### src/design/arc_pkg.sv
// Shared types, microcode program and constants of the address range cache.
`default_nettype none

package arc_pkg;

  // One cache entry as it sits in the entry memory.
  typedef struct packed {
    logic [31:0] count;
    logic [31:0] last;
    logic [31:0] hi;
    logic [31:0] lo;
  } entry_t;

  localparam int unsigned EntryW = $bits(entry_t);

  typedef logic [3:0] upc_t;

  // Datapath action selected by one control word.
  typedef enum logic [2:0] {
    U_NOP     = 3'd0,
    U_WAIT    = 3'd1,
    U_FIND    = 3'd2,
    U_HIT_END = 3'd3,
    U_MIN     = 3'd4,
    U_STORE   = 3'd5,
    U_EMIT    = 3'd6
  } uop_e;

  // Jump condition; a true condition loads the target, else the step counter advances.
  typedef enum logic [2:0] {
    C_ALWAYS      = 3'd0,
    C_NO_XFER     = 3'd1,
    C_INSERT      = 3'd2,
    C_FIND_MORE   = 3'd3,
    C_EMPTY_RANGE = 3'd4,
    C_HAS_ROOM    = 3'd5,
    C_MIN_MORE    = 3'd6,
    C_OUT_FREE    = 3'd7
  } cond_e;

  typedef struct packed {
    uop_e  uop;
    cond_e cond;
    upc_t  target;
  } ucode_t;

  // Program addresses.
  localparam upc_t UPC_WAIT     = 4'd0;
  localparam upc_t UPC_DECODE   = 4'd1;
  localparam upc_t UPC_FIND     = 4'd2;
  localparam upc_t UPC_HIT_END  = 4'd3;
  localparam upc_t UPC_INSERT   = 4'd4;
  localparam upc_t UPC_ROOM     = 4'd5;
  localparam upc_t UPC_MIN      = 4'd6;
  localparam upc_t UPC_STORE    = 4'd7;
  localparam upc_t UPC_EMIT     = 4'd8;
  localparam upc_t UPC_EMIT_RET = 4'd9;

  function automatic ucode_t ucode(input upc_t pc);
    ucode_t w;
    case (pc)
      UPC_WAIT:     w = '{uop: U_WAIT,    cond: C_NO_XFER,     target: UPC_WAIT};
      UPC_DECODE:   w = '{uop: U_NOP,     cond: C_INSERT,      target: UPC_INSERT};
      UPC_FIND:     w = '{uop: U_FIND,    cond: C_FIND_MORE,   target: UPC_FIND};
      UPC_HIT_END:  w = '{uop: U_HIT_END, cond: C_ALWAYS,      target: UPC_EMIT};
      UPC_INSERT:   w = '{uop: U_NOP,     cond: C_EMPTY_RANGE, target: UPC_EMIT};
      UPC_ROOM:     w = '{uop: U_NOP,     cond: C_HAS_ROOM,    target: UPC_STORE};
      UPC_MIN:      w = '{uop: U_MIN,     cond: C_MIN_MORE,    target: UPC_MIN};
      UPC_STORE:    w = '{uop: U_STORE,   cond: C_ALWAYS,      target: UPC_EMIT};
      UPC_EMIT:     w = '{uop: U_EMIT,    cond: C_OUT_FREE,    target: UPC_WAIT};
      UPC_EMIT_RET: w = '{uop: U_NOP,     cond: C_ALWAYS,      target: UPC_EMIT};
      default:      w = '{uop: U_NOP,     cond: C_ALWAYS,      target: UPC_WAIT};
    endcase
    return w;
  endfunction

endpackage

`default_nettype wire

### src/design/arc_ram.sv
// Generic simple dual-port RAM with registered read.
`default_nettype none

module arc_ram #(
  parameter int unsigned WIDTH = 8,
  parameter int unsigned DEPTH = 16
) (
  input  wire logic                                 clk_i,
  input  wire logic                                 we_i,
  input  wire logic [((DEPTH > 1) ? $clog2(DEPTH) : 1)-1:0] waddr_i,
  input  wire logic [WIDTH-1:0]                     wdata_i,
  input  wire logic [((DEPTH > 1) ? $clog2(DEPTH) : 1)-1:0] raddr_i,
  output logic      [WIDTH-1:0]                     rdata_o
);

  logic [WIDTH-1:0] mem_q [DEPTH];

  always_ff @(posedge clk_i) begin
    if (we_i) begin
      mem_q[waddr_i] <= wdata_i;
    end
    rdata_o <= mem_q[raddr_i];
  end

endmodule

`default_nettype wire

### src/design/address_range_cache_lfu.sv
// Address range cache with least-frequently-used replacement, microcoded control.
//
// Holds up to ENTRIES address ranges in one entry memory that is read one entry per
// cycle. An item with tuser = 0 looks its address up: filled entries are scanned from
// index 0, and the first one whose last-hit address equals the address or whose
// inclusive [lower, upper] range holds it hits; its count rises (saturating) and its
// bounds return with found = 1. An item with tuser = 1 inserts a range: an empty range
// (lower equal to upper) is dropped with an all-zero result, otherwise the range is
// appended while there is room, or else it replaces the lowest-index entry among those
// with the smallest hit count; stored = 1 and slot name the entry written. Exactly one
// result follows each item. A lookup scans the filled entries up to the first hit and a
// replacement scans all ENTRIES of them, both through the single read port of the entry
// memory, one entry per cycle. One item is worked at a time; the next is taken while a
// finished result waits in the output register.
`default_nettype none

module address_range_cache_lfu #(
  parameter int unsigned ENTRIES = 16
) (
  input  wire logic        clk_i,
  input  wire logic        rst_ni,
  input  wire logic        s_axis_tvalid,
  output logic             s_axis_tready,
  input  wire logic [95:0] s_axis_tdata,   // addr, lower_in, upper_in
  input  wire logic [0:0]  s_axis_tuser,   // op
  output logic             m_axis_tvalid,
  input  wire logic        m_axis_tready,
  output logic [71:0]      m_axis_tdata,   // lower_out, upper_out, slot, zero pad
  output logic [1:0]       m_axis_tuser    // found, stored
);

  localparam int unsigned IW = (ENTRIES > 1) ? $clog2(ENTRIES) : 1;
  localparam int unsigned CW = $clog2(ENTRIES + 1);

  arc_pkg::upc_t   upc_q, upc_d;
  arc_pkg::ucode_t uc;
  logic            jump;

  logic          op_q;
  logic [31:0]   addr_q, lo_q, hi_q;
  logic [CW-1:0] idx_q, fill_q, limit;
  logic          cmp_vld_q, hit_q;
  logic [IW-1:0] cmp_idx_q, hit_idx_q, best_idx_q, store_idx;
  logic [31:0]   best_cnt_q;
  arc_pkg::entry_t ent_q;

  logic          res_found_q, res_stored_q;
  logic [31:0]   res_lo_q, res_hi_q;
  logic [3:0]    res_slot_q;

  logic          out_vld_q, out_found_q, out_stored_q;
  logic [31:0]   out_lo_q, out_hi_q;
  logic [3:0]    out_slot_q;

  logic            ram_we;
  logic [IW-1:0]   ram_waddr, ram_raddr;
  arc_pkg::entry_t ram_wdata, ram_rdata;

  logic xfer_in, out_free, rd_issue, scan_done, addr_hit, has_room;

  assign uc = arc_pkg::ucode(upc_q);

  assign s_axis_tready = (uc.uop == arc_pkg::U_WAIT);
  assign xfer_in       = s_axis_tvalid && s_axis_tready;
  assign out_free      = !out_vld_q || m_axis_tready;

  assign limit     = (uc.uop == arc_pkg::U_MIN) ? CW'(ENTRIES) : fill_q;
  assign rd_issue  = idx_q < limit;
  assign scan_done = !cmp_vld_q && !rd_issue;
  assign has_room  = fill_q < CW'(ENTRIES);
  assign store_idx = has_room ? fill_q[IW-1:0] : best_idx_q;
  assign addr_hit  = cmp_vld_q && ((ram_rdata.last == addr_q) ||
                     ((ram_rdata.lo <= addr_q) && (addr_q <= ram_rdata.hi)));

  always_comb begin
    case (uc.cond)
      arc_pkg::C_ALWAYS:      jump = 1'b1;
      arc_pkg::C_NO_XFER:     jump = !s_axis_tvalid;
      arc_pkg::C_INSERT:      jump = op_q;
      arc_pkg::C_FIND_MORE:   jump = !(addr_hit || scan_done);
      arc_pkg::C_EMPTY_RANGE: jump = (lo_q == hi_q);
      arc_pkg::C_HAS_ROOM:    jump = has_room;
      arc_pkg::C_MIN_MORE:    jump = !scan_done;
      arc_pkg::C_OUT_FREE:    jump = out_free;
      default:                jump = 1'b1;
    endcase
    upc_d = jump ? uc.target : upc_q + 4'd1;
  end

  // Entry memory write: count bump on a hit, fresh entry on a store.
  always_comb begin
    ram_we    = 1'b0;
    ram_waddr = hit_idx_q;
    ram_wdata = ent_q;
    ram_wdata.count = (ent_q.count == '1) ? ent_q.count : ent_q.count + 32'd1;
    ram_wdata.last  = addr_q;
    case (uc.uop)
      arc_pkg::U_HIT_END: ram_we = hit_q;
      arc_pkg::U_STORE: begin
        ram_we    = 1'b1;
        ram_waddr = store_idx;
        ram_wdata = '{count: 32'd0, last: addr_q, hi: hi_q, lo: lo_q};
      end
      default: ram_we = 1'b0;
    endcase
  end

  assign ram_raddr = idx_q[IW-1:0];

  arc_ram #(
    .WIDTH (arc_pkg::EntryW),
    .DEPTH (ENTRIES)
  ) u_entries (
    .clk_i   (clk_i),
    .we_i    (ram_we),
    .waddr_i (ram_waddr),
    .wdata_i (ram_wdata),
    .raddr_i (ram_raddr),
    .rdata_o (ram_rdata)
  );

  always_ff @(posedge clk_i or negedge rst_ni) begin
    if (!rst_ni) begin
      upc_q     <= arc_pkg::UPC_WAIT;
      fill_q    <= '0;
      cmp_vld_q <= 1'b0;
      hit_q     <= 1'b0;
      out_vld_q <= 1'b0;
    end else begin
      upc_q <= upc_d;
      if (xfer_in) begin
        cmp_vld_q <= 1'b0;
        hit_q     <= 1'b0;
      end
      if ((uc.uop == arc_pkg::U_FIND) || (uc.uop == arc_pkg::U_MIN)) begin
        cmp_vld_q <= rd_issue;
      end
      if ((uc.uop == arc_pkg::U_FIND) && addr_hit) begin
        hit_q <= 1'b1;
      end
      if ((uc.uop == arc_pkg::U_STORE) && has_room) begin
        fill_q <= fill_q + CW'(1);
      end
      if ((uc.uop == arc_pkg::U_EMIT) && out_free) begin
        out_vld_q <= 1'b1;
      end else if (m_axis_tready) begin
        out_vld_q <= 1'b0;
      end
    end
  end

  always_ff @(posedge clk_i) begin
    if (xfer_in) begin
      op_q         <= s_axis_tuser[0];
      addr_q       <= s_axis_tdata[31:0];
      lo_q         <= s_axis_tdata[63:32];
      hi_q         <= s_axis_tdata[95:64];
      idx_q        <= '0;
      res_found_q  <= 1'b0;
      res_stored_q <= 1'b0;
      res_lo_q     <= '0;
      res_hi_q     <= '0;
      res_slot_q   <= '0;
    end
    if ((uc.uop == arc_pkg::U_FIND) || (uc.uop == arc_pkg::U_MIN)) begin
      if (rd_issue) begin
        idx_q <= idx_q + CW'(1);
      end
      cmp_idx_q <= idx_q[IW-1:0];
    end
    // Hold the first hit; the read port moves on to the next entry.
    if ((uc.uop == arc_pkg::U_FIND) && addr_hit) begin
      ent_q     <= ram_rdata;
      hit_idx_q <= cmp_idx_q;
    end
    if ((uc.uop == arc_pkg::U_MIN) && cmp_vld_q &&
        ((cmp_idx_q == '0) || (ram_rdata.count < best_cnt_q))) begin
      best_cnt_q <= ram_rdata.count;
      best_idx_q <= cmp_idx_q;
    end
    if ((uc.uop == arc_pkg::U_HIT_END) && hit_q) begin
      res_found_q <= 1'b1;
      res_lo_q    <= ent_q.lo;
      res_hi_q    <= ent_q.hi;
      res_slot_q  <= 4'(hit_idx_q);
    end
    if (uc.uop == arc_pkg::U_STORE) begin
      res_stored_q <= 1'b1;
      res_slot_q   <= 4'(store_idx);
    end
    if ((uc.uop == arc_pkg::U_EMIT) && out_free) begin
      out_found_q  <= res_found_q;
      out_stored_q <= res_stored_q;
      out_lo_q     <= res_lo_q;
      out_hi_q     <= res_hi_q;
      out_slot_q   <= res_slot_q;
    end
  end

  assign m_axis_tvalid = out_vld_q;
  assign m_axis_tdata  = {4'd0, out_slot_q, out_hi_q, out_lo_q};
  assign m_axis_tuser  = {out_stored_q, out_found_q};

  a_one_item: assert property (@(posedge clk_i) disable iff (!rst_ni)
    xfer_in |=> !s_axis_tready)
    else $error("input taken again before the current item finished");

  a_fill_bound: assert property (@(posedge clk_i) disable iff (!rst_ni)
    fill_q <= CW'(ENTRIES))
    else $error("fill count beyond entry count");

  a_result_kind: assert property (@(posedge clk_i) disable iff (!rst_ni)
    m_axis_tvalid |-> !(m_axis_tuser[0] && m_axis_tuser[1]))
    else $error("result flags both hit and store");

  a_store_room: assert property (@(posedge clk_i) disable iff (!rst_ni)
    ((uc.uop == arc_pkg::U_STORE) && has_room) |=> (fill_q != '0))
    else $error("append did not advance the fill count");

endmodule

`default_nettype wire
### config.mk
export PLATFORM = sky130hd
export DESIGN_NAME = address_range_cache_lfu
export DESIGN_NICKNAME = d
export VERILOG_FILES = /design/src/design/arc_pkg.sv /design/src/design/arc_ram.sv /design/src/design/address_range_cache_lfu.sv
export SDC_FILE = /design/constraint.sdc
export NUM_CORES = 2
export LEC_CHECK = 0
export BUFFER_PORTS_ARGS = -buffer_cell sky130_fd_sc_hd__buf_2
export CAP_MARGIN = 30
export CORE_MARGIN = 2
export CORE_UTILIZATION = 35
export CTS_BUF_LIST = sky130_fd_sc_hd__clkbuf_8
export CTS_CLUSTER_SIZE = 20
export DETAILED_ROUTE_END_ITERATION = 10
export PLACE_DENSITY_LB_ADDON = 0.08
export SYNTH_ARGS = -nofsm -noshare
export SYNTH_HDL_FRONTEND = slang
export SYNTH_SLANG_ARGS = --single-unit
### constraint.sdc
create_clock -name clk_i -period 10.8 [get_ports clk_i]
set_input_delay 0.54 -clock clk_i [delete_from_list [all_inputs] [get_ports clk_i]]
set_output_delay 0.54 -clock clk_i [all_outputs]
set_load 0.05 [all_outputs]
==> flow_summary.json <==
{
  "yosysSeqAreaShare_pct": 78.09,
  "htreeDepth": 5,
  "arrival_ps": 5730,
  "swShare_pct": 28.75,
  "syn_inst": 4378,
  "final_cell_mix": "edfxtp_1 (2423), mux4_2 (640), clkbuf_8 (489)",
  "cp.required_ps": 11450,
  "hold_depth": 2,
  "die_x_um": 530.5,
  "r2r_slack_ps": 5710,
  "synth_ff_type": "edfxtp_1",
  "yosysWarnings": 0,
  "worst_setup_path_end_kind": "flop",
  "relSlewSlack_pct": 27.91,
  "hpwl_mm": 155.3,
  "start_util_pct": 35.15,
  "cp_max_fo": 47,
  "row_count": 193,
  "reg_top3": "u_entries.mem_q x2048, u_entries.rdata_o x128, ent_q x96",
  "clock_latency_ps": 1090,
  "syn_area_per_cell_um2": 22.16,
  "synth_cell_type_count": 64,
  "ys_ff_latch": 2570,
  "peakVddDrop_mv": 0.1883,
  "netlist_area_um2": 97020,
  "cts_buffers": 434,
  "gp_congestion": 0.8086,
  "r2r_cells": 11,
  "power_frac_seq_pct": 48.6,
  "largest_reg_flops": 2048,
  "routed_via_density": 5.080,
  "p_clk_share_pct": 32.8,
  "rsz0062_at_grt": "false",
  "p_switching_mw": 7.362,
  "cp_top_family": "simple AND/OR/NAND/NOR gates",
  "worst_hold_path_type": "in -> reg",
  "tightest_slew_ps": 1081,
  "p_leak_nw": 36.48,
  "io_buffers": 172,
  "drc": 0,
  "regMostFlops": "u_entries.mem_q",
  "clk_pin_slew_ps": 60,
  "path_class": "reg -> reg",
  "crit_buf_inv": 3,
  "antenna_found_initial": 11,
  "finalCritPeriodShare_pct": 47.09,
  "avgRoutedWirePerCell_um": 30.49,
  "pin_count": 177,
  "grt.overflow.total": 0,
  "cp_cell_sequence": "inv_1 > ha_1 > nand4_1 > nor4_1 > nand3_1 > nand3_1 > a21bo_2 > o31ai_1 > and4_4 > buf_16 > buf_4",
  "routed_wl_mm": 277.1,
  "finalClockSkew_ps": 77.82,
  "grt_pass1_vias": 48770,
  "run_status": "finished clean",
  "cp.depth": 11,
  "post_cts_resized": 0,
  "area_growth_syn_to_layout_pct": 16.05,
  "crit_top_cell": "nand3_1",
  "cts_sinks": 2570,
  "die_h_um": 530.5,
  "core-area_um2": 276000,
  "fin_setup_tns_ps": 0,
  "setup_viol": 0,
  "grt_start_max_net_pins": 123,
  "slowest_delay_ps": 940,
  "final.fill_count": 24430,
  "worst_setup_path_start_kind": "flop",
  "fin_crit_ps": 5086,
  "report.final.slew_viol_count": 0,
  "utilization_pct": 40.79,
  "detail-route-antenna-nets": 0,
  "drv_cap": 0,
  "power.density_nw_per_um2": 227.4,
  "layout-drive-gt1-share_pct": 28.23,
  "synth_edf_count": 2423,
  "comb_power_share_pct": 18.6,
  "cts_root_buf": "clkbuf_8",
  "grt_pass1_wl_mm": 385.8,
  "first_pass_iters": 5,
  "post_cts.repair.setup_buffers": 0,
  "design.die.area_um2": 281400,
  "total_power_mw": 25.61,
  "crit_slowest_cell": "edfxtp_1",
  "tritoncts": "yes",
  "hold_viol": 0,
  "async_flop_share_pct": 0.4669,
  "final_common_cell": "edfxtp_1",
  "nNetsFinal": 5214,
  "drtIter0Drc": 3976,
  "p_int_mw": 18.24,
  "cts_buffer_depth": 4,
  "holdBufCountCts": 99,
  "clock.fmax_mhz": 196.6,
  "multiInputGateArea_um2": 20300,
  "vias": 46170,
  "grt_usage_pct": 19.60,
  "ff_latch_area_um2": 75780
}
layout make-up:
type	count	area share, %
sequential	2570	67.31
multi-input combinational	1519	18.03
clock buffer	489	5.978
tap	3705	4.117
timing repair buffer	373	2.693
clock inverter	318	1.498
inverter	108	0.3645
antenna	6	0.01334
routing by layer:
metal | track usage [%] | wire length, um
met3 | 3.104 | 12690
met5 | 0 | 21
met1 | 26.53 | 119800
met2 | 33.15 | 139300
met4 | 4.586 | 5314
logic make-up (layout without fill, tap and decap cells):
family | after synthesis | in the layout | share of synthesized area (%)
AOI/OAI and AO/OA | 143 | 143 | 0.9608
xor gates and xnor gates | 95 | 95 | 0.8576
adders and majority gates | 107 | 107 | 1.380
buffers and inverters | 292 | 1288 | 1.163
DFF | 2570 | 2570 | 78.09
muxes | 654 | 654 | 15.01
other | 1 | 10 | 0.003865
and+or+nand+nor | 516 | 516 | 2.537
synth_stat cells, drive strengths merged (2+ instances only):
cell type / instances / share of area (%)
a2111oi: 2 / 0.018
a211o: 4 / 0.036
a211oi: 3 / 0.023
a21o: 31 / 0.24
a21oi: 47 / 0.24
a221o: 3 / 0.031
a31o: 2 / 0.018
a31oi: 3 / 0.019
and2: 66 / 0.43
and3: 7 / 0.045
and4: 9 / 0.086
buf: 56 / 0.25
clkbuf: 128 / 0.50
dfrtp: 12 / 0.31
dfxtp: 135 / 2.8
edfxtp: 2423 / 75
ha: 107 / 1.4
inv: 108 / 0.42
mux2: 3 / 0.035
mux2i: 11 / 0.11
mux4: 640 / 15
nand2: 246 / 0.95
nand2b: 4 / 0.026
nand3: 25 / 0.14
nand4: 41 / 0.26
nor2: 67 / 0.26
nor2b: 7 / 0.045
nor3: 13 / 0.067
nor4: 12 / 0.077
nor4bb: 2 / 0.021
o211ai: 7 / 0.054
o21ai: 22 / 0.11
o22ai: 3 / 0.019
o2bb2ai: 2 / 0.018
or2: 3 / 0.019
or3: 10 / 0.070
xnor2: 83 / 0.75
xor2: 12 / 0.11
worst paths after layout:
kind                                      end             start
worst min-delay path                 lo_q[29]  s_axis_tdata[61]
worst max register to register       ent_q[2]        addr_q[11]
worst min register to register   out_lo_q[15]      res_lo_q[15]
max in group asynchronous               hit_q            rst_ni
min in group asynchronous       m_axis_tvalid            rst_ni
worst max-delay path                 ent_q[2]        addr_q[11]
stage by stage:
step	hold slack (ps)	instance area, um^2	setup WS [ps]	cells
final	173.2	112600	5714	9088
after global routing	122.9	112600	5410	9084
after CTS	41.22	112500	5607	9079
after detailed placement	404.5	103100	5714	8173
after global placement	401.8	102800	5504	8152
after floorplan	244.4	97030	2797	4381
power by group through the flow:
| stage | logic [mW] | clock network [mW] | registers, mW |
|---|---|---|---|
| after global placement | 4.83 | 0 | 12.7 |
| final | 4.76 | 8.39 | 12.5 |
| after global routing | 5.12 | 9.08 | 12.5 |
| after CTS | 4.88 | 8.66 | 12.5 |
| after floorplan | 3.20 | 0 | 12.3 |
| after detailed placement | 4.83 | 0 | 12.7 |
Power figures use the tool's default switching activity.
